[src/rtl/core/assert_macros.svh]
// Assertion helpers for the RTL top level.
`ifndef ASSERT_MACROS_SVH
`define ASSERT_MACROS_SVH

// Same-cycle implication, checked outside reset.
`define ASSERT_IMP(lbl, ante, cons) \
    lbl: assert property (@(posedge i_clk) disable iff (!i_rst_n) (ante) |-> (cons)) \
        else $error("assertion failed");

// Next-cycle implication, checked outside reset.
`define ASSERT_NEXT(lbl, ante, cons) \
    lbl: assert property (@(posedge i_clk) disable iff (!i_rst_n) (ante) |=> (cons)) \
        else $error("assertion failed");

`endif

[src/rtl/core/etrs_pkg.sv]
package etrs_pkg;

    localparam int DATA_W = 32;
    localparam int ANG_W  = 16;
    localparam int G_W    = 12;

    typedef struct packed {
        logic signed [DATA_W-1:0] pos_x;
        logic signed [DATA_W-1:0] pos_y;
        logic signed [DATA_W-1:0] pos_z;
        logic signed [ANG_W-1:0]  angle_x;
        logic signed [ANG_W-1:0]  angle_y;
        logic signed [ANG_W-1:0]  angle_z;
        logic signed [DATA_W-1:0] scale_x;
        logic signed [DATA_W-1:0] scale_y;
        logic signed [DATA_W-1:0] scale_z;
    } t_in;

    typedef struct packed {
        logic signed [DATA_W-1:0] m00;
        logic signed [DATA_W-1:0] m01;
        logic signed [DATA_W-1:0] m02;
        logic signed [DATA_W-1:0] m10;
        logic signed [DATA_W-1:0] m11;
        logic signed [DATA_W-1:0] m12;
        logic signed [DATA_W-1:0] m20;
        logic signed [DATA_W-1:0] m21;
        logic signed [DATA_W-1:0] m22;
        logic signed [DATA_W-1:0] tx;
        logic signed [DATA_W-1:0] ty;
        logic signed [DATA_W-1:0] tz;
    } t_out;

    // Reduced angle: quadrant, octant reflection flag, angle in [0, 45] deg (Q.6)
    typedef struct packed {
        logic [1:0]     quad;
        logic           swap;
        logic [G_W-1:0] g;
    } t_ang;

    typedef struct packed {
        logic signed [DATA_W-1:0] pos_x;
        logic signed [DATA_W-1:0] pos_y;
        logic signed [DATA_W-1:0] pos_z;
        logic signed [DATA_W-1:0] scale_x;
        logic signed [DATA_W-1:0] scale_y;
        logic signed [DATA_W-1:0] scale_z;
    } t_side;

    typedef struct packed {
        t_side side;
        t_ang  ang_x;
        t_ang  ang_y;
        t_ang  ang_z;
    } t_work;

    localparam int Q_DEPTH = 4;
    localparam int Q_PTR_W = 2;
    localparam int Q_CNT_W = 3;
    localparam logic [Q_CNT_W-1:0] Q_FULL_CNT = Q_CNT_W'(Q_DEPTH);

    typedef struct packed {
        logic               full;
        logic               empty;
        logic [Q_CNT_W-1:0] count;
    } t_q_stat;

    // Angle units: degrees in Q.6
    localparam logic [16:0] TURN_U   = 17'd23040;
    localparam logic [16:0] QTR_U    = 17'd5760;
    localparam logic [16:0] EIGHTH_U = 17'd2880;
    localparam logic [16:0] OFFSET_U = 17'd46080;

    // x = g*PI_Q30/11520 split as g*X_INT + (g*X_REM + 5760)/11520
    localparam logic [29:0] X_INT   = 30'd292817;
    localparam logic [24:0] X_REM   = 25'd7586;
    localparam logic [24:0] X_HALF  = 25'd5760;
    localparam logic [34:0] DIV45_M = 35'd186414;
    localparam int          DIV45_S = 23;

    localparam logic [30:0] ONE_Q30 = 31'h4000_0000;

    // Series steps: rounding half, reciprocal and shift of each divisor
    localparam int NSTEP = 5;
    localparam logic [31:0] SIN_HALF [NSTEP] = '{32'd55, 32'd36, 32'd21, 32'd10, 32'd3};
    localparam logic [32:0] SIN_M [NSTEP] = '{33'd4997780127, 33'd7635497416,
        33'd6544712071, 33'd6871947674, 33'd5726623062};
    localparam int SIN_S [NSTEP] = '{39, 39, 38, 37, 35};
    localparam logic [31:0] COS_HALF [NSTEP] = '{32'd45, 32'd28, 32'd15, 32'd6, 32'd1};
    localparam logic [32:0] COS_M [NSTEP] = '{33'd6108397933, 33'd4908534053,
        33'd4581298450, 33'd5726623062, 33'd4294967296};
    localparam int COS_S [NSTEP] = '{39, 38, 37, 36, 33};

    localparam int SC_LAT    = 2 * NSTEP + 5;
    localparam int BACK_LAT  = SC_LAT + 6;
    localparam int SIDE_LEN  = BACK_LAT - 1;

    function automatic t_ang reduce_angle(logic signed [ANG_W-1:0] a);
        logic [16:0] r;
        logic [16:0] f;
        t_ang        o;
        r = 17'(int'(a) + int'(OFFSET_U));
        if (r >= TURN_U) r = r - TURN_U;
        if (r >= TURN_U) r = r - TURN_U;
        if (r >= TURN_U) r = r - TURN_U;
        priority if (r >= 17'd17280) begin
            o.quad = 2'd3;
            f = r - 17'd17280;
        end else if (r >= 17'd11520) begin
            o.quad = 2'd2;
            f = r - 17'd11520;
        end else if (r >= QTR_U) begin
            o.quad = 2'd1;
            f = r - QTR_U;
        end else begin
            o.quad = 2'd0;
            f = r;
        end
        o.swap = (f > EIGHTH_U);
        o.g = o.swap ? G_W'(QTR_U - f) : G_W'(f);
        return o;
    endfunction

endpackage

[src/rtl/core/etrs_queue.sv]
module etrs_queue (
    input  logic              i_clk,
    input  logic              i_rst_n,
    input  logic              i_push,
    input  etrs_pkg::t_work   i_work,
    input  logic              i_pop,
    output etrs_pkg::t_work   o_head,
    output etrs_pkg::t_q_stat o_qs
);
    import etrs_pkg::*;

    t_work              r_mem [Q_DEPTH];
    logic [Q_PTR_W-1:0] r_wp;
    logic [Q_PTR_W-1:0] r_rp;
    logic [Q_CNT_W-1:0] r_cnt;
    logic [Q_PTR_W-1:0] n_wp;
    logic [Q_PTR_W-1:0] n_rp;
    logic [Q_CNT_W-1:0] n_cnt;

    always_comb begin
        n_wp  = i_push ? r_wp + 1'b1 : r_wp;
        n_rp  = i_pop ? r_rp + 1'b1 : r_rp;
        n_cnt = r_cnt;
        if (i_push && !i_pop) n_cnt = r_cnt + 1'b1;
        else if (i_pop && !i_push) n_cnt = r_cnt - 1'b1;
    end

    always_ff @(posedge i_clk) begin
        if (!i_rst_n) begin
            r_wp  <= '0;
            r_rp  <= '0;
            r_cnt <= '0;
        end else begin
            r_wp  <= n_wp;
            r_rp  <= n_rp;
            r_cnt <= n_cnt;
        end
    end

    always_ff @(posedge i_clk) begin
        if (i_push) r_mem[r_wp] <= i_work;
    end

    assign o_head     = r_mem[r_rp];
    assign o_qs.full  = (r_cnt == Q_FULL_CNT);
    assign o_qs.empty = (r_cnt == '0);
    assign o_qs.count = r_cnt;

endmodule

[config.mk]
export PLATFORM = sky130hd
export DESIGN_NAME = etrs_queue
export DESIGN_NICKNAME = d
export VERILOG_FILES = /design/src/rtl/core/assert_macros.svh /design/src/rtl/core/etrs_pkg.sv /design/src/rtl/core/etrs_queue.sv
export SDC_FILE = /design/constraint.sdc
export NUM_CORES = 1
export LEC_CHECK = 0
export BUFFER_PORTS_ARGS = -buffer_cell sky130_fd_sc_hd__clkbuf_2
export CORE_MARGIN = 1
export CORE_UTILIZATION = 31
export DETAILED_ROUTE_END_ITERATION = 12
export PLACE_DENSITY = 0.57
export SYNTH_ARGS = -nofsm -noshare
export SYNTH_HDL_FRONTEND = slang
export SYNTH_SLANG_ARGS = --single-unit
[constraint.sdc]
create_clock -name i_clk -period 6.1 [get_ports i_clk]
set_clock_uncertainty 0.1 [all_clocks]
set_input_delay 0.61 -clock i_clk [delete_from_list [all_inputs] [get_ports i_clk]]
set_output_delay 0.61 -clock i_clk [all_outputs]
set_load 0.05 [all_outputs]
# Yosys cells after proc, flatten, opt, wreduce, memory -nomap -nowiden
# Memories as Yosys holds them, arrays and structs flattened. A register that Yosys moved wholly into a read port is not among the register bits.
# Index checks and enable logic that the tools add are counted.
# W data, S select, Z words.
[totals]
ff_bits = 7
ramBits = 948
n_memories = 1
[memory_table]
columns = ["memory", "depth", "word_bits", "read_ports", "rd_ports_with_merged_regs", "wr", "line_no", "rtl"]
rows = [
  ["r_mem", 4, 237, 1, 1, 1, "etrs_queue.sv:12", "t_work r_mem [Q_DEPTH];"],
]
[classes]
add_sub_neg = 4
eq_ne = 1
mux = 6
reduce_logical = 6
[op_table]
columns = ["cell", "count"]
rows = [
  ["$mux W3", 2],
  ["$add A2 B1 Y2 const B", 2],
  ["$mux W2", 2],
  ["$add A3 B1 Y3 const B", 1],
  ["$eq A3 B3 Y1 const B", 1],
  ["$logic_not A3 Y1", 1],
  ["$sub A3 B1 Y3 const B", 1],
  ["$logic_and A1 B1 Y1", 2],
  ["$logic_not A1 Y1", 2],
  ["$mux W1", 2],
  ["$reduce_bool A2 Y1", 1],
]

# Logic depth before layout (Yosys ltp)
[logic_depth]
ltp_word = 4
depth_mapped = 7
ltp_nobuf = 7

# Least setup slack after synthesis
# OpenSTA, ideal clock, no wires.
[synth_timing]
kind = "input -> register"
start = "input i_push"
end = "memory r_mem[0][0] (netlist name), enable pin"
arrival_ps = 5972
required_time_ps = 5373
slack_ps = -599
cell_stages = 1
path_buffers = 0
path_cell_list = "and2_1"
[synth_between]
elab_chain_len = 2
[synth_lines]
columns = ["element", "line_no", "rtl"]
rows = [
  ["from (decl)", "etrs_queue.sv:4", "input logic i_push,"],
  ["$mux W1", "etrs_queue.sv:41", "if (i_push) r_mem[r_wp] <= i_work;"],
  ["$mux W1 (implied by the code)", "etrs_queue.sv:41", ""],
  ["to (decl)", "etrs_queue.sv:12", ""],
]
# No other way between the ends.

==> impl_metrics.py <==
metrics = {
    "yosys": {
        "synth_simple_gate_area_frac": 0.00262,
        "synth_nets": 1528,
        "synth-xor-area-share": 0.00125,
        "synthAdderAreaFrac": 0.00237,
        "muxShareOfSynthArea": 0.153,
        "ys_ff_latch": 957,
        "syn_avg_cell_area_sq_um": 27.2,
        "synth_cell_types": 22,
        "synth_top_family_by_area": "multiplexers",
        "synthTopCellsByArea": "edfxtp_1, mux4_2, buf_12",
        "synth_compound_area_frac": 0.000358,
        "yosysTopAreaCell": "edfxtp_1",
        "synth_seq_area_share": 0.821,
        "synth_warnings": 0,
        "yosysTopAreaCellShare": 0.816,
        "syn_inst": 1281,
        "synth.cell_area_sq_mm": 0.0349,
    },
    "clock_tree": {
        "cts_buffer_depth": 3,
        "postCtsSetupBuffers": 0,
        "cts_sinks": 957,
        "cts_tree": "built",
        "cts_made_buffers": 101,
        "clkTransAtPathRegs_ns": 0.06,
        "worstSkewPairLatency_ns": 0.65,
        "cts_resized": 0,
        "cts-root-buf": "clkbuf_16",
        "ctsHoldBuffers": 33,
        "htreeDepth": 3,
    },
    "power_and_ir_drop": {
        "power_uw": 15800,
        "leakage_uw": 0.0141,
        "ir_drop_uv": 226,
        "p_per_area_mw_per_mm2": 371,
    },
    "final_layout": {
        "utilization": 0.382,
        "syn_to_final_growth_pct": 21.5,
        "drive_above_1_share": 0.457,
        "seq_area_sq_mm": 0.0287,
        "fin_nets": 2112,
        "n_fill_cell": 10100,
        "final_cells": 3436,
        "multiInputGateArea_sq_mm": 0.00560,
    },
    "timing": {
        "grt_setup_unrepaired": "no",
        "fin_tns_setup_ns": 0,
        "fin_crit_ns": 3.76,
        "finalCritPeriodShare": 0.617,
        "finalMaxSlewViolations": 0,
        "relSlewSlack": 0.352,
        "hold_viol": 0,
        "setup_viol": 0,
        "fmax_mhz": 266,
        "setup_ws_ns": 2.34,
        "worst_pin_slew_ns": 0.972,
    },
    "global_routing": {
        "grt_pass1_wl_microns": 105000,
        "grt.total_usage": 0.124,
        "overflow": 0,
        "grt_max_degree": 115,
        "grt_pass1_vias": 16700,
        "antenna_found_initial": 13,
    },
    "critical_path": {
        "crit_path_end_kind": "output port",
        "cp_top_family": "flip-flops",
        "start_kind": "flip-flop",
        "cpMaxStageDelayCell": "dfxtp_4",
        "worstPathMaxFanout": 63,
        "worst-endpoint-required_ns": 5.39,
        "cp_num_buf_inv": 2,
        "cpPeakStageDelay_ns": 0.88,
        "reg2regPathDepth": 4,
        "path_cells": "buf_12, mux4_2, clkbuf_2",
        "worstSetupPathType": "flip-flop to output port",
        "r2r-start": "r_wp[0]",
        "reg2reg_slack_ns": 3.59,
        "r2r_end": "r_mem[2][107]",
        "arrival_ns": 3.05,
    },
    "min_path": {
        "min_path_cells": 1,
        "hold_path_class": "primary input to flip-flop",
        "hold_start": "i_work[104]",
        "hold_end": "r_mem[1][104]",
    },
    "route": {
        "firstDrtPassIters": 5,
        "post_drt_wl_per_cell_microns": 20.9,
        "vias": 15400,
        "via_per_inst": 4.48,
        "wirelength_microns": 71800,
        "drc_errors": 0,
        "dr.first_iter.drc_count": 801,
        "ant_nets": 0,
    },
    "floorplan": {
        "die_w_microns": 338,
        "pin_count": 483,
        "coreArea_sq_mm": 0.111,
        "rows": 122,
        "die_area_sq_mm": 0.114,
        "initial_utilization": 0.314,
        "die_y_microns": 338,
    },
    "placement": {
        "place_ws_ns": 2.90,
        "dp_cells": 3217,
        "portBuffers": 482,
        "place_congestion": 0.703,
        "dp_hpwl_microns": 43000,
    },
    "job": {
        "maxCapViolations": 0,
    },
    "outcome": {
        "status": "finished, final reports clean",
    },
}
[where the power goes]
group          internal, uW  switching [uW]  total [uW]
Combinational           616            1530        2150
Sequential             7560            89.3        7650
Clock                  3490            2460        5950
[layer usage]
layer	global-route usage	up-vias	share of wire
met5	0	-	0.0022
met4	0.0417	24	0.024
met3	0.0513	139	0.092
met2	0.211	429	0.51
met1	0.140	8035	0.37
li1	-	6776	-
[cell usage in the layout, fill, tap and decap left out, types with 9 or more instances in the layout]
cell,instances
clkinv_1,24
clkbuf_16,104
dlygate4sd3_1,33
clkbuf_2,482
clkbuf_1,15
mux4_2,237
clkinv_2,17
edfxtp_1,948
bufinv_16,9
buf_12,12
[worst max-delay path by stage]
stage / end / depth (start not counted)
6_report: o_head[112] / 3
5_1_grt: o_head[52] / 3
4_1_cts: o_head[52] / 3
3_5_place_dp: o_head[165] / 3
3_3_place_gp: o_head[165] / 3
2_1_floorplan: r_mem[1][0] / 1
[kinds of logic (layout without fill, tap and decap cells)]
family,count (synthesis),in the layout
DFF,957,957
muxes,239,239
buffers and inverters,57,723
and+or+nand+nor,15,15
adders and majority gates,6,6
xor gates and xnor gates,5,5
AOI/OAI and AO/OA,2,2
other,0,1
[final cells by class]
class,count,area share
multi-input combinational,267,0.132
antenna,1,0.0000590
clock inverter,66,0.0140
tap,1488,0.0439
timing repair buffer,534,0.0716
inverter,4,0.000354
clock buffer,119,0.0627
sequential,957,0.675
[flip-flops by register name (all words and copies together) (netlist names), named ones only]
name,flops
r_cnt,3
r_rp,2
r_wp,2
r_mem,948
[worst reg2reg max path: stages (launching register included)]
cell and delay, ns:
dfxtp_1 0.34, inv_1 0.10, ha_1 0.16, and2_4 0.78
buf_12 0.50
[per-stage QoR]
stage | hold slack (ns) | area (sq um)
6_report | 0.0708 | 42400
5_1_grt | 0.0142 | 42400
4_1_cts | 0.000182 | 42400
3_5_place_dp | 0.475 | 38800
3_3_place_gp | 0.424 | 38800
2_1_floorplan | 0.428 | 34900
[Yosys cell counts]
| cell type | count |
|---|---|
| or3_1 | 1 |
| nor2b_1 | 2 |
| xor2_1 | 3 |
| mux4_2 | 237 |
| nor3b_1 | 1 |
| buf_6 | 1 |
| buf_2 | 24 |
| edfxtp_1 | 948 |
| mux2i_1 | 2 |
| a21boi_0 | 1 |
| clkbuf_1 | 2 |
| ha_1 | 5 |
| o21ai_0 | 1 |
| buf_8 | 1 |
| nand2_1 | 1 |
| buf_12 | 25 |
| fa_1 | 1 |
| inv_1 | 4 |
| xnor2_1 | 2 |
| nor3_1 | 1 |
| dfxtp_1 | 9 |
| and2_1 | 9 |
Power figures use the tool's default switching activity.
