`src/rtl/core/assert_macros.svh`:
```
// Assertion helpers for the RTL top level.
`ifndef ASSERT_MACROS_SVH
`define ASSERT_MACROS_SVH

// Same-cycle implication, checked outside reset.
`define ASSERT_IMP(lbl, ante, cons) \
    lbl: assert property (@(posedge i_clk) disable iff (!i_rst_n) (ante) |-> (cons)) \
        else $error("assertion failed");

// Next-cycle implication, checked outside reset.
`define ASSERT_NEXT(lbl, ante, cons) \
    lbl: assert property (@(posedge i_clk) disable iff (!i_rst_n) (ante) |=> (cons)) \
        else $error("assertion failed");

`endif

```
`src/rtl/core/etrs_pkg.sv`:
```
package etrs_pkg;

    localparam int DATA_W = 32;
    localparam int ANG_W  = 16;
    localparam int G_W    = 12;

    typedef struct packed {
        logic signed [DATA_W-1:0] pos_x;
        logic signed [DATA_W-1:0] pos_y;
        logic signed [DATA_W-1:0] pos_z;
        logic signed [ANG_W-1:0]  angle_x;
        logic signed [ANG_W-1:0]  angle_y;
        logic signed [ANG_W-1:0]  angle_z;
        logic signed [DATA_W-1:0] scale_x;
        logic signed [DATA_W-1:0] scale_y;
        logic signed [DATA_W-1:0] scale_z;
    } t_in;

    typedef struct packed {
        logic signed [DATA_W-1:0] m00;
        logic signed [DATA_W-1:0] m01;
        logic signed [DATA_W-1:0] m02;
        logic signed [DATA_W-1:0] m10;
        logic signed [DATA_W-1:0] m11;
        logic signed [DATA_W-1:0] m12;
        logic signed [DATA_W-1:0] m20;
        logic signed [DATA_W-1:0] m21;
        logic signed [DATA_W-1:0] m22;
        logic signed [DATA_W-1:0] tx;
        logic signed [DATA_W-1:0] ty;
        logic signed [DATA_W-1:0] tz;
    } t_out;

    // Reduced angle: quadrant, octant reflection flag, angle in [0, 45] deg (Q.6)
    typedef struct packed {
        logic [1:0]     quad;
        logic           swap;
        logic [G_W-1:0] g;
    } t_ang;

    typedef struct packed {
        logic signed [DATA_W-1:0] pos_x;
        logic signed [DATA_W-1:0] pos_y;
        logic signed [DATA_W-1:0] pos_z;
        logic signed [DATA_W-1:0] scale_x;
        logic signed [DATA_W-1:0] scale_y;
        logic signed [DATA_W-1:0] scale_z;
    } t_side;

    typedef struct packed {
        t_side side;
        t_ang  ang_x;
        t_ang  ang_y;
        t_ang  ang_z;
    } t_work;

    localparam int Q_DEPTH = 4;
    localparam int Q_PTR_W = 2;
    localparam int Q_CNT_W = 3;
    localparam logic [Q_CNT_W-1:0] Q_FULL_CNT = Q_CNT_W'(Q_DEPTH);

    typedef struct packed {
        logic               full;
        logic               empty;
        logic [Q_CNT_W-1:0] count;
    } t_q_stat;

    // Angle units: degrees in Q.6
    localparam logic [16:0] TURN_U   = 17'd23040;
    localparam logic [16:0] QTR_U    = 17'd5760;
    localparam logic [16:0] EIGHTH_U = 17'd2880;
    localparam logic [16:0] OFFSET_U = 17'd46080;

    // x = g*PI_Q30/11520 split as g*X_INT + (g*X_REM + 5760)/11520
    localparam logic [29:0] X_INT   = 30'd292817;
    localparam logic [24:0] X_REM   = 25'd7586;
    localparam logic [24:0] X_HALF  = 25'd5760;
    localparam logic [34:0] DIV45_M = 35'd186414;
    localparam int          DIV45_S = 23;

    localparam logic [30:0] ONE_Q30 = 31'h4000_0000;

    // Series steps: rounding half, reciprocal and shift of each divisor
    localparam int NSTEP = 5;
    localparam logic [31:0] SIN_HALF [NSTEP] = '{32'd55, 32'd36, 32'd21, 32'd10, 32'd3};
    localparam logic [32:0] SIN_M [NSTEP] = '{33'd4997780127, 33'd7635497416,
        33'd6544712071, 33'd6871947674, 33'd5726623062};
    localparam int SIN_S [NSTEP] = '{39, 39, 38, 37, 35};
    localparam logic [31:0] COS_HALF [NSTEP] = '{32'd45, 32'd28, 32'd15, 32'd6, 32'd1};
    localparam logic [32:0] COS_M [NSTEP] = '{33'd6108397933, 33'd4908534053,
        33'd4581298450, 33'd5726623062, 33'd4294967296};
    localparam int COS_S [NSTEP] = '{39, 38, 37, 36, 33};

    localparam int SC_LAT    = 2 * NSTEP + 5;
    localparam int BACK_LAT  = SC_LAT + 6;
    localparam int SIDE_LEN  = BACK_LAT - 1;

    function automatic t_ang reduce_angle(logic signed [ANG_W-1:0] a);
        logic [16:0] r;
        logic [16:0] f;
        t_ang        o;
        r = 17'(int'(a) + int'(OFFSET_U));
        if (r >= TURN_U) r = r - TURN_U;
        if (r >= TURN_U) r = r - TURN_U;
        if (r >= TURN_U) r = r - TURN_U;
        priority if (r >= 17'd17280) begin
            o.quad = 2'd3;
            f = r - 17'd17280;
        end else if (r >= 17'd11520) begin
            o.quad = 2'd2;
            f = r - 17'd11520;
        end else if (r >= QTR_U) begin
            o.quad = 2'd1;
            f = r - QTR_U;
        end else begin
            o.quad = 2'd0;
            f = r;
        end
        o.swap = (f > EIGHTH_U);
        o.g = o.swap ? G_W'(QTR_U - f) : G_W'(f);
        return o;
    endfunction

endpackage

```
`src/rtl/core/etrs_front.sv`:
```
module etrs_front (
    input  logic           i_clk,
    input  logic           i_rst_n,
    input  logic           i_valid,
    output logic           o_stall,
    input  etrs_pkg::t_in  i_data,
    input  etrs_pkg::t_q_stat i_qs,
    output logic           o_push,
    output etrs_pkg::t_work o_work
);
    import etrs_pkg::*;

    logic r_valid;
    logic n_valid;
    t_in  r_item;
    logic w_accept;

    assign o_stall  = r_valid && i_qs.full;
    assign o_push   = r_valid && !i_qs.full;
    assign w_accept = i_valid && !o_stall;

    always_comb begin
        n_valid = r_valid;
        if (w_accept) n_valid = 1'b1;
        else if (o_push) n_valid = 1'b0;
    end

    always_ff @(posedge i_clk) begin
        if (!i_rst_n) r_valid <= 1'b0;
        else r_valid <= n_valid;
    end

    always_ff @(posedge i_clk) begin
        if (w_accept) r_item <= i_data;
    end

    // classify each angle into quadrant and octant
    always_comb begin
        o_work.side.pos_x   = r_item.pos_x;
        o_work.side.pos_y   = r_item.pos_y;
        o_work.side.pos_z   = r_item.pos_z;
        o_work.side.scale_x = r_item.scale_x;
        o_work.side.scale_y = r_item.scale_y;
        o_work.side.scale_z = r_item.scale_z;
        o_work.ang_x = reduce_angle(r_item.angle_x);
        o_work.ang_y = reduce_angle(r_item.angle_y);
        o_work.ang_z = reduce_angle(r_item.angle_z);
    end

endmodule

```
`config.mk`:
```
export PLATFORM = sky130hd
export DESIGN_NAME = etrs_front
export DESIGN_NICKNAME = d
export VERILOG_FILES = /design/src/rtl/core/assert_macros.svh /design/src/rtl/core/etrs_pkg.sv /design/src/rtl/core/etrs_front.sv
export SDC_FILE = /design/constraint.sdc
export NUM_CORES = 1
export LEC_CHECK = 0
export BUFFER_PORTS_ARGS = -buffer_cell sky130_fd_sc_hd__clkbuf_2
export CAP_MARGIN = 30
export CORE_UTILIZATION = 25
export DETAILED_ROUTE_END_ITERATION = 10
export MAX_ROUTING_LAYER = met4
export PLACE_DENSITY = 0.5
export RECOVER_POWER = 50
export SLEW_MARGIN = 20
export SYNTH_ARGS = -nofsm -noshare
export SYNTH_HDL_FRONTEND = slang
export SYNTH_SLANG_ARGS = --single-unit
```
`constraint.sdc`:
```
create_clock -name i_clk -period 11.8 [get_ports i_clk]
set_input_delay 0.59 -clock i_clk [delete_from_list [all_inputs] [get_ports i_clk]]
set_output_delay 0.59 -clock i_clk [all_outputs]
set_load 0.01 [all_outputs]
```
== Word level (Yosys, flattened, before mapping) ==
Cells that the tools add are included.

* Bits of input ports: 248
* Bits in read-only memories: 0
* RAM bits: 0
* Latch bits: 0
* Register bits: 241
* Memories kept: 0

* Div/mod/pow operators: 0
* Multiply operators: 0
* Bitwise gates (word level): 0
* Reductions and logical operators: 6
* Add/subtract/negate cells: 24
* Shift operators: 0
* Mux-type cells: 32
* Order comparisons: 21
* Equality and inequality tests: 0

{| class="wikitable"
|+ Operator list
! operator !! number
|-
| $mux 17 || 18
|-
| $ge 17x15->1 const B || 12
|-
| $sub 17x15->17 const B || 12
|-
| $add 16x17->17 const B || 3
|-
| $ge 17x13->1 const B || 3
|-
| $ge 17x14->1 const B || 3
|-
| $gt 17x12->1 const B || 3
|-
| $sub 17x13->17 const B || 3
|-
| $sub 17x14->17 const B || 3
|-
| $mux 12 || 3
|-
| $sub 11x12->12 const A || 3
|-
| $mux 2 || 6
|-
| $mux 1 || 5
|-
| $logic_and 1x1->1 || 3
|-
| $logic_not 1->1 || 2
|-
| $reduce_bool 2->1 || 1
|}

== Longest topological paths before layout ==
Gate-level depths: netlist of the first run.

* Word-level depth: 13
* Depth in mapped cells: 29

== Least setup slack after synthesis of the first run ==
Ideal clock, no wire load.

* Path type: input -> register
* Start point: input port i_qs[4] in the netlist's numbering
* End point: register r_item (netlist bit o_work[100]), enable pin
* Stages on the path: 2
* Arrival: 11346 ps
* Data required time: 10928 ps
* Slack: -418 ps
* Path buffers: 0
* Cells stage by stage: and2_1 > nor2b_1

* Word-level cells in the longest chain between the ends: 3

{| class="wikitable"
|+ RTL lines
! element !! line !! RTL
|-
| start: declaration || etrs_front.sv:7 || <nowiki>input etrs_pkg::t_q_stat i_qs,</nowiki>
|-
| $logic_and 1x1->1 || etrs_front.sv:18 || <nowiki>assign o_stall = r_valid && i_qs.full;</nowiki>
|-
| $logic_not 1->1 || etrs_front.sv:20 || <nowiki>assign w_accept = i_valid && !o_stall;</nowiki>
|-
| $logic_and 1x1->1 || etrs_front.sv:20 ||
|-
| end signal: assignment || etrs_front.sv:34 || <nowiki>if (w_accept) r_item <= i_data;</nowiki>
|-
| end: declaration || etrs_front.sv:15 || <nowiki>t_in r_item;</nowiki>
|}

Every way passes these cells.
A chain may end at the register's enable or synchronous reset.

==> metrics.md, run 1 <==
| Metric | Value |
|---|---|
| Crit start category | register |
| DP HPWL | 37.2 mm |
| Port Buffers | around 480 |
| Grt met2 use | roughly a quarter |
| Footprint of the multi-input gates | between 6000 and 7000 um2 |
| Largest net degree at the start of global routing | around 140 |
| Mapped cell area | 15600 um2 |
| Nets | 2020 |
| Vias in the first global route | between 10000 and 15000 |
| Clock-pin slew on the worst setup and hold paths | 60 ps |
| Final TNS setup | 0 ps |
| EDFF count, synth | 240 |
| Remaining routing DRC violations | 0 |
| M3 GR Usage | approximately 2.9% |
| Final Setup Violations | 0 |
| Synthesized Nets | 1726 |
| Placed cells | roughly 2500 |
| Fillers | roughly 6500 |
| Yosys warning count | 0 |
| Clk_lat worst skew | around 600 ps |
| Slew Viols, Final | 30 |
| Clock buffer depth | 3 |
| Power per Cell Area | slightly above 200 nW/um2 |
| CTS tree | yes |
| Share of cells above drive strength 1 | just under 30% |
| RSZ-0062 raised after global routing | false |
| Crit. End Element | primary output |
| Core ar. | about 62000 um2 |
| Synthesis-stage register bit count | 241 |
| Worst VDD drop | about 110 uV |
| Initial antenna violation count | 7 |
| Netlist cell types | 111 |
| Cts-stage hold buffer count | 0 |
| Storage element area | about 7200 um2 |
| Max Clock Skew | roughly 47 ps |
| Final min period | between 10000 and 15000 ps |
| Initial core utilization | 25.3% |
| First-pass GRT wire length | ~70 mm |
| Critical Path Fanout Max | 14 |
| Post-synthesis sequential area ratio | a little under half |
| Slew margin rel. | -68.8% |
| Grt ovf | 0 |
| Die Ht | around 250 um |
| Worst Hold Class | input port to register |
| H-tree levels | 1 |
| CP Class | register to primary output |
| Post-layout util | around 30% |
| CP max stage cell | xnor2_1 |
| Worst slew pin tran | between 2000 and 3000 ps |
| Most used DFF post-synth | edfxtp_1 |
| Vias/cell | roughly 4.8 |
| Largest area contributor in the netlist | edfxtp_1 |
| Met1 Use GR | 17.6% |
| Top post-synthesis cells by area | edfxtp_1 (46%), buf_4 (9.4%), ha_1 (2.9%) |
| Slowest stage delay, CP | ~760 ps |
| Postcts setup bufs | 0 |
| Busiest metal layer after global routing | met2 |
| Asr flop ratio synth | 0% |
| Rows | 91 |
| Post-Syn Instances | about 1400 |
| Post-CTS resize count | 0 |
| Routed via count | around 12000 |
| Max_cap viols | 1 |
| Crit path arrival time | between 9000 and 10000 ps |
| Die X | ~250 um |
| CTS sink cnt | around 240 |
| CP Data Required Time | 11210 ps |
| Avg Cell Area, Syn | between 10 and 15 um2 |
| Die area | ~63000 um2 |
| P&R area growth vs syn | 17.1% |
| Layout Cells excl Fill | approximately 2600 |
| WL/cell | roughly 18 um |
| Post-synth top area share | ~46% |
| ANT nets after route | 0 |
| Final period util | 87.3% |
| DRT Pass-1 Iters | 7 |
| Ports | about 500 |
| Failing checks | capacitance limit, slew limit |
| Placer congestion estimate | 0.893 |
| Inserted Clock Buffers | 28 |
| FMAX | between 0.09 and 0.1 GHz |
| GRT Overall Usage | between 10 and 15% |
| Drt initial violations | between 700 and 800 |
| Clock root buffer | clkbuf_16 |
| Status | finished, violations left |
| Final Hold Viols | 0 |
| Critical path, cell by cell | ha_1 -> xnor2_1 -> nand4_1 -> o21ai_0 -> nor3b_2 -> xor2_1 -> o31ai_1 -> o31ai_1 -> and3_1 -> a21o_1 -> xnor2_1 -> ha_1 -> nand3_1 -> a2111oi_0 -> or4b_1 -> and4b_1 -> nor2_1 -> xor2_1 -> a221oi_2 -> a211oi_4 -> a2111oi_4 -> a21oi_2 -> mux2_1 -> clkbuf_2 |
| Detailed Route WL | between 40 and 50 mm |
| Static leakage | around 0.007 uW |
==> metrics by stage <==
stage	worst slack, ps	cell area [um2]	hold slack (ps)	total power (uW)
final	1500	18300	165	3760
after global routing	750	18300	126	3990
after CTS	1570	18400	119	3790
after detailed placement	2250	17500	669	2930
after global placement	2260	17500	638	2930
after floorplan	4150	15600	648	2430
==> layer usage <==
metal,share of wire [%],up-vias
li1,-,5923
met5,0,-
met1,42,5887
met3,6.7,62
met2,49,537
met4,2.6,0
==> worst max-delay path: cells and delay by family, from the launching register on <==
kind	cells	cell delay, ps
and+or+nand+nor	7	2340
adders and majority gates	2	680
AOI/OAI and AO/OA	9	3060
DFF	1	610
buffers and inverters	1	130
xor gates and xnor gates	4	1970
muxes	1	330
==> synthesized netlist by cell type, drive strengths merged (13+ instances only) <==
library cell and n:
xnor2 43, ha 36, a21o 14, nand2b 13, a21oi 73, a211oi 22
or3 21, nand2 83, buf 214, mux2i 24, o21a 16, edfxtp 240
nand3 27, clkbuf 16, xor2 27, nor3 47, nor2 88, mux2 17
and3 13, a31oi 20, o211ai 23, o31ai 23, inv 42, nor4 13
o21ai 62
==> sequential cells by signal, indices dropped and copies added, names as in the netlist <==
name / flops
r_valid: 1
o_work: 192
r_item: 48
==> cell usage in the layout, fill, tap and decap left out, types with 19 or more instances in the layout <==
cell type / instances
nand3_1: 27
clkbuf_1: 116
xnor2_1: 42
inv_1: 40
edfxtp_1: 240
o211ai_1: 23
o21ai_0: 49
nor3_1: 39
ha_1: 36
nor2_1: 88
nand2_1: 83
mux2i_1: 22
xor2_1: 27
a31oi_1: 19
or3_1: 20
a21oi_1: 70
clkbuf_16: 28
clkbuf_2: 371
==> cell type report <==
cell class                      instances  area share (%)
Antenna cell                            5          0.0685
Clock buffer                           32            3.92
Timing Repair Buffer                  494            12.9
Sequential cell                       241            39.6
Clock inverter                         19           0.884
Inverter                               42           0.863
Tap cell                              837            5.73
Multi-Input combinational cell        929            36.0
==> cells by family (layout without fill, tap and decap cells) <==
group / Yosys count / count (layout) / share of synthesized area, %
mux: 41 / 41 / 2.84
flops: 241 / 241 / 46.3
simple gates: 392 / 392 / 13.6
other cells: 0 / 5 / 0
buf+inv: 272 / 587 / 11.5
compound gates: 390 / 390 / 18.9
fa+ha+maj: 36 / 36 / 2.89
xor+xnor: 70 / 70 / 3.98
==> path summary, 6_finish.rpt <==
kind,start,to,slack (ps),depth (start not counted)
setup / recovery,r_item[122]$_DFFE_PP_,o_work[16],1500,24
hold / removal,i_data[174],o_work[171]$_DFFE_PP_,170,1
setup reg to reg,r_valid$_SDFFE_PN0P_,r_item[96]$_DFFE_PP_,7510,4
hold reg to reg,r_valid$_SDFFE_PN0P_,r_valid$_SDFFE_PN0P_,660,2
==> power by group <==
part	switching [uW]	internal [uW]
Sequential	29.5	1000
Clock	370	461
Combinational	1170	722
No activity file was read; power rests on OpenSTA's default activity.
==> run 2, diff against run 1 <==
- CTS_BUF_LIST: unset -> sky130_fd_sc_hd__clkbuf_8 sky130_fd_sc_hd__clkbuf_16
==> metrics.md, run 2 (synthesis results as in run 1) <==
| Metric | Value |
|---|---|
| R2R cell count | 4 (unchanged) |
| WL/cell | 18.1 um (about the same) |
| Detailed Route WL | 47.1 mm (about the same) |
| Clock-pin slew on the worst setup and hold paths | 60 ps (about the same) |
| Clock root buffer | clkbuf_16 |
| Clk_lat worst skew | 600 ps (about the same) |
| Die X | 252 um (unchanged) |
| CP Class | register to primary output |
| Final min period | 10320 ps (+19.5 ps) |
| Static leakage | 0.00703 uW (+0.24%) |
| Commonest non-fill, non-tap cell in the layout | clkbuf_2 |
| Critical path, cell by cell | ha_1 -> xnor2_1 -> nand4_1 -> o21ai_0 -> nor3b_2 -> xor2_1 -> o31ai_1 -> o31ai_1 -> and3_1 -> a21o_1 -> xnor2_1 -> ha_1 -> nand3_1 -> a2111oi_0 -> or4b_1 -> and4b_1 -> nor2_1 -> xor2_1 -> a221oi_2 -> a211oi_4 -> a2111oi_4 -> a21oi_2 -> mux2_1 -> clkbuf_2 |
| H-tree levels | 1 (unchanged) |
| Vias in the first global route | 11900 (-0.025%) |
| Max_cap viols | 1 (unchanged) |
| Final period util | 87.5% (+0.17 points) |
| Initial core utilization | 25.3% (unchanged) |
| Failing checks | capacitance limit, slew limit |
| Grt ovf | 0 (unchanged) |
| RSZ-0062 raised after global routing | false |
| Worst Hold Class | input port to register |
| Cts-stage hold buffer count | 0 (unchanged) |
| Crit. End Element | primary output |
| Core ar. | 61700 um2 (unchanged) |
| Slowest stage delay, CP | 770 ps (about the same) |
| Crit start category | register |
| Power per Cell Area | 206 nW/um2 (about the same) |
| Worst VDD drop | 108 uV (about the same) |
| Hold Path Sink | o_work[171]$_DFFE_PP_ |
| Status | finished, violations left |
| Drt initial violations | 785 (+1.2%) |
| DRT Pass-1 Iters | 7 (unchanged) |
| R2R Setup Slk | 7510 ps (about the same) |
| CTS sink cnt | 241 (unchanged) |
| Fillers | 6549 (unchanged) |
| Layout Cells excl Fill | 2599 (unchanged) |
| Die area | 63400 um2 (unchanged) |
| Crit path arrival time | 9730 ps (+20 ps) |
| Placed cells | 2541 (unchanged) |
| Post-layout util | 29.6% (unchanged) |
| Reg2Reg Launch Point | r_valid$_SDFFE_PN0P_ |
| Placed Area | 17500 um2 (unchanged) |
| Initial antenna violation count | 7 (unchanged) |
| Die Ht | 252 um (unchanged) |
| Clock buffer depth | 3 (unchanged) |
| Slew margin rel. | -69.9% (-1.1 points) |
| ANT nets after route | 0 (unchanged) |
| Port Buffers | 482 (unchanged) |
| Inserted Clock Buffers | 28 (unchanged) |
| Placer congestion estimate | 0.893 (unchanged) |
| Hold depth | 1 (unchanged) |
| Rows | 91 (unchanged) |
| Reg2reg end | r_item[96]$_DFFE_PP_ |
| Max Clock Skew | 47.5 ps (+0.0470 ps) |
| First-pass GRT wire length | 69.7 mm (about the same) |
| FMAX | 0.0969 GHz (-0.19%) |
| Postcts setup bufs | 0 (unchanged) |
| Largest net degree at the start of global routing | 144 (unchanged) |
| Commonest non-fill, non-tap cells in the layout | clkbuf_2 (371), edfxtp_1 (240), clkbuf_1 (112) |
| Hold Worst Slack | 165 ps (-0.330 ps) |
| CTS tree | yes |
| Share of cells above drive strength 1 | 29.1% (unchanged) |
| CP Data Required Time | 11210 ps (about the same) |
| Final TNS setup | 0 ps (unchanged) |
| Ports | 487 (unchanged) |
| Min-delay src | i_data[174] |
| GRT Overall Usage | 14.5% (unchanged) |
| DP HPWL | 37.2 mm (unchanged) |
| Critical Path Fanout Max | 14 (unchanged) |
| Design area | 18300 um2 (unchanged) |
| Slew Viols, Final | 30 (unchanged) |
| Remaining routing DRC violations | 0 (unchanged) |
| P&R area growth vs syn | 17.1% (unchanged) |
| Nets | 2020 (unchanged) |
| Vias/cell | 4.74 (-0.65%) |
| CP max stage cell | xor2_1 |
| Routed via count | 12300 (-0.65%) |
| Final Hold Viols | 0 (unchanged) |
| Number of flip-flops in the largest register | 192 (unchanged) |
| Worst slew pin tran | 2540 ps (+16.6 ps) |
| Post-CTS resize count | 0 (unchanged) |
| Final Setup Violations | 0 (unchanged) |
[run 2: cell types whose count changed in the layout (fill, tap and decap cells not counted)]
cell | before | now
clkbuf_1 | 116 | 112
inv_1 | 40 | 44
[run 2: report_power, final]
part | switching (uW) | total [uW] | leakage (uW) | internal (uW)
logic | 1180 | 1900 | 0.00426 | 722
clock network | 370 | 828 | 0.000439 | 458
registers | 29.6 | 1030 | 0.00233 | 1000
total | 1580 | 3760 | 0.00703 | 2180
[run 2: layer usage]
metal | track usage [%] | share of wire [%] | up-vias
met5 | - | 0 | -
met4 | 3.97 | 2.6 | 0
met3 | 2.92 | 6.8 | 64
met2 | 24.3 | 49 | 512
met1 | 17.6 | 42 | 5835
li1 | - | - | 5917
[run 2: stage by stage]
step	total power [uW]	setup slack [ps]
floorplan	2430	4150
global placement	2930	2260
detailed placement	2930	2250
CTS	3790	1570
global route	3990	750
finish	3760	1480
[run 2: worst max path at each step]
stage,from,end,slack [ps],depth (start not counted)
after floorplan,r_item[122]$_DFFE_PP_,o_work[16],4150,28
after global placement,r_item[122]$_DFFE_PP_,o_work[16],2260,24
after detailed placement,r_item[122]$_DFFE_PP_,o_work[16],2250,24
after CTS,r_item[122]$_DFFE_PP_,o_work[16],1570,24
after global routing,r_item[122]$_DFFE_PP_,o_work[16],750,24
final,r_item[122]$_DFFE_PP_,o_work[16],1480,24
[run 2: critical path: cells and delay by family (launching register included)]
family          cells  cell delay (ps)
buf+inv             1              130
mux                 1              330
fa+ha+maj           2              690
simple gates        7             2350
compound gates      9             3070
xor+xnor            4             1990
flops               1              610
[run 2: area by class of cell]
type                    instances  area, um2  area share [%]
clock buffers                  28        701            3.84
inverters                      42        158           0.863
clock inverters                23        176           0.966
multi-input cells             929       6580            36.0
repair buffers                494       2360            12.9
well taps                     837       1050            5.73
flip-flops and latches        241       7230            39.6
diodes                          5       12.5          0.0685
==> run 3, diff against run 2 <==
- CORE_UTILIZATION: 25 -> 40
- PLACE_DENSITY: 0.5 -> 0.71
==> metrics.md, run 3 (synthesis results as in run 1) <==
| Metric | Value |
|---|---|
| Inserted Clock Buffers | 26 (-7.1%) |
| Fillers | 3571 (-45%) |
| Max_cap viols | 2 (+1) |
| CTS tree | yes |
| CP max stage cell | xor2_1 |
| Clock root buffer | clkbuf_16 |
| Slew Viols, Final | 72 (+140%) |
| R2R cell count | 4 (unchanged) |
| Worst Hold Class | input port to register |
| Final TNS setup | 0 ps (unchanged) |
| Drt initial violations | 849 (+8.2%) |
| Share of cells above drive strength 1 | 31.7% (+2.6 points) |
| H-tree levels | 1 (unchanged) |
| Remaining routing DRC violations | 0 (unchanged) |
| CTS sink cnt | 241 (unchanged) |
| Static leakage | 0.00717 uW (+1.9%) |
| Switch share | 41.3% (-0.65 points) |
| DRT Pass-1 Iters | 5 (-2) |
| Sequential cell fraction of total power | 27.4% (about the same) |
| Vias/cell | 5.55 (+17%) |
| Power per Cell Area | 211 nW/um2 (+2.4%) |
| Internal power | 2220 uW (+1.7%) |
| Routed via count | 12600 (+2.0%) |
| Critical path's top delay family | compound AO/OA/AOI/OAI gates |
| Placed Area | 17100 um2 (-2.4%) |
| Clock buffer depth | 3 (unchanged) |
| Hold Path Sink | o_work[169]$_DFFE_PP_ |
| Die area | 39800 um2 (-37%) |
| Die Ht | 199 um (-21%) |
| WL/cell | 20.7 um (+14%) |
| Cts-stage hold buffer count | 0 (unchanged) |
| Commonest non-fill, non-tap cells in the layout | clkbuf_2 (416), edfxtp_1 (240), nor2_1 (88) |
| Largest net degree at the start of global routing | 87 (-40%) |
| Worst slew pin tran | 2290 ps (-258 ps) |
| Port Buffers | 482 (unchanged) |
| Status | finished, violations left |
| Final min period | 10510 ps (+187 ps) |
| CP Class | register to primary output |
| Post-CTS resize count | 0 (unchanged) |
| P&R area growth vs syn | 15.0% |
| Initial antenna violation count | 3 (-4) |
| NetSw | 1560 uW (-0.99%) |
| DP HPWL | 37.9 mm (+1.7%) |
| Die X | 199 um (-21%) |
| Vias in the first global route | 11600 (-2.7%) |
| Gate power share | 50.6% (about the same) |
| Final period util | 89.1% (+1.6 points) |
| Detailed Route WL | 46.9 mm (-0.58%) |
| Crit start category | register |
| Nets | 2017 (-0.15%) |
| Critical path, cell by cell | ha_1 -> xnor2_1 -> nand4_1 -> o21ai_0 -> nor3b_2 -> xor2_1 -> o31ai_1 -> o31ai_1 -> and3_1 -> a21o_1 -> xnor2_1 -> ha_1 -> nand3_1 -> a2111oi_0 -> or4b_1 -> and4b_1 -> nor2_1 -> xor2_1 -> a221oi_2 -> a211oi_4 -> a2111oi_4 -> a21oi_2 -> mux2_1 -> clkbuf_2 |
| Rows | 71 (-22%) |
| Max Clock Skew | 14.1 ps (-33.4 ps) |
| Commonest non-fill, non-tap cell in the layout | clkbuf_2 |
| Ports | 487 (unchanged) |
| Clock power share | 22.1% (about the same) |
| Critical Path Fanout Max | 14 (unchanged) |
| Footprint of the multi-input gates | 6590 um2 (+0.11%) |
| Slew margin rel. | -52.3% (+18 points) |
| Core ar. | 38000 um2 (-38%) |
| Crit path arrival time | 9920 ps (+190 ps) |
| Hold depth | 1 (unchanged) |
| GRT Overall Usage | 23.2% (+8.8 points) |
| Final Setup Violations | 0 (unchanged) |
| Design area | 17900 um2 (-1.8%) |
| FMAX | 0.0951 GHz (-1.8%) |
| Failing checks | capacitance limit, slew limit |
| Postcts setup bufs | 0 (unchanged) |
| First-pass GRT wire length | 68.5 mm (-1.8%) |
| R2R Setup Slk | 8070 ps (+560 ps) |
| Number of flip-flops in the largest register | 192 (unchanged) |
| Clk_lat worst skew | 560 ps (-40 ps) |
| Placer congestion estimate | 1.01 (+13%) |
| Clock-pin slew on the worst setup and hold paths | 60 ps (about the same) |
| Final Hold Viols | 0 (unchanged) |
| Initial core utilization | 41.0% (+16 points) |
| Grt ovf | 0 (unchanged) |
| ANT nets after route | 0 (unchanged) |
| Storage element area | 7230 um2 (unchanged) |
| Crit. End Element | primary output |
| Worst VDD drop | 126 uV (+16%) |
| CP Data Required Time | 11210 ps (about the same) |
| Reg2Reg Launch Point | r_valid$_SDFFE_PN0P_ |
| Reg2reg end | o_work[221]$_DFFE_PP_ |
| RSZ-0062 raised after global routing | false |
| Critical path buffers and inverters | 1 (unchanged) |
| Min-delay src | i_data[172] |
| Slowest stage delay, CP | 800 ps (+30 ps) |
run 3: layer usage:
layer,vias up,GRT usage [%],wire length (um)
li1,5894,-,-
met4,0,7.89,1760
met3,86,4.59,3270
met5,-,-,0
met2,546,39.0,23300
met1,6051,27.8,18600
run 3: worst max path at each step:
stage                                startpoint         end  depth (start not counted)
final                     r_item[122]$_DFFE_PP_  o_work[16]                         24
after global routing      r_item[122]$_DFFE_PP_  o_work[22]                         24
after CTS                 r_item[122]$_DFFE_PP_  o_work[22]                         24
after detailed placement  r_item[122]$_DFFE_PP_  o_work[22]                         24
after global placement    r_item[122]$_DFFE_PP_  o_work[16]                         24
after floorplan           r_item[122]$_DFFE_PP_  o_work[16]                         28
run 3: metrics by stage:
step | util, % | power (uW) | hold WS, ps | worst slack (ps) | instances
after detailed placement | 45.0 | 2930 | 697 | 2050 | 2214
after CTS | 47.3 | 3780 | 169 | 1410 | 2261
final | 47.2 | 3780 | 202 | 1290 | 2267
after global routing | 47.2 | 4000 | 169 | 634 | 2266
after global placement | 44.9 | 2910 | 637 | 2150 | 2210
after floorplan | - | 2430 | 648 | 4150 | 1442
run 3: cell type report:
cell class	count	area share [%]
diodes	4	0.0558
clock buffers	26	3.63
multi-input cells	929	36.7
repair buffers	493	13.6
flip-flops and latches	241	40.3
clock inverters	21	1.29
well taps	511	3.56
inverters	42	0.879
run 3: power by group through the flow:
stage               combinational (uW)  sequential [uW]  clock [uW]
detailed placement                1880             1050           0
CTS                               1890             1030         859
finish                            1910             1030         835
global placement                  1860             1050           0
floorplan                         1380             1050           0
global route                      2080             1040         885
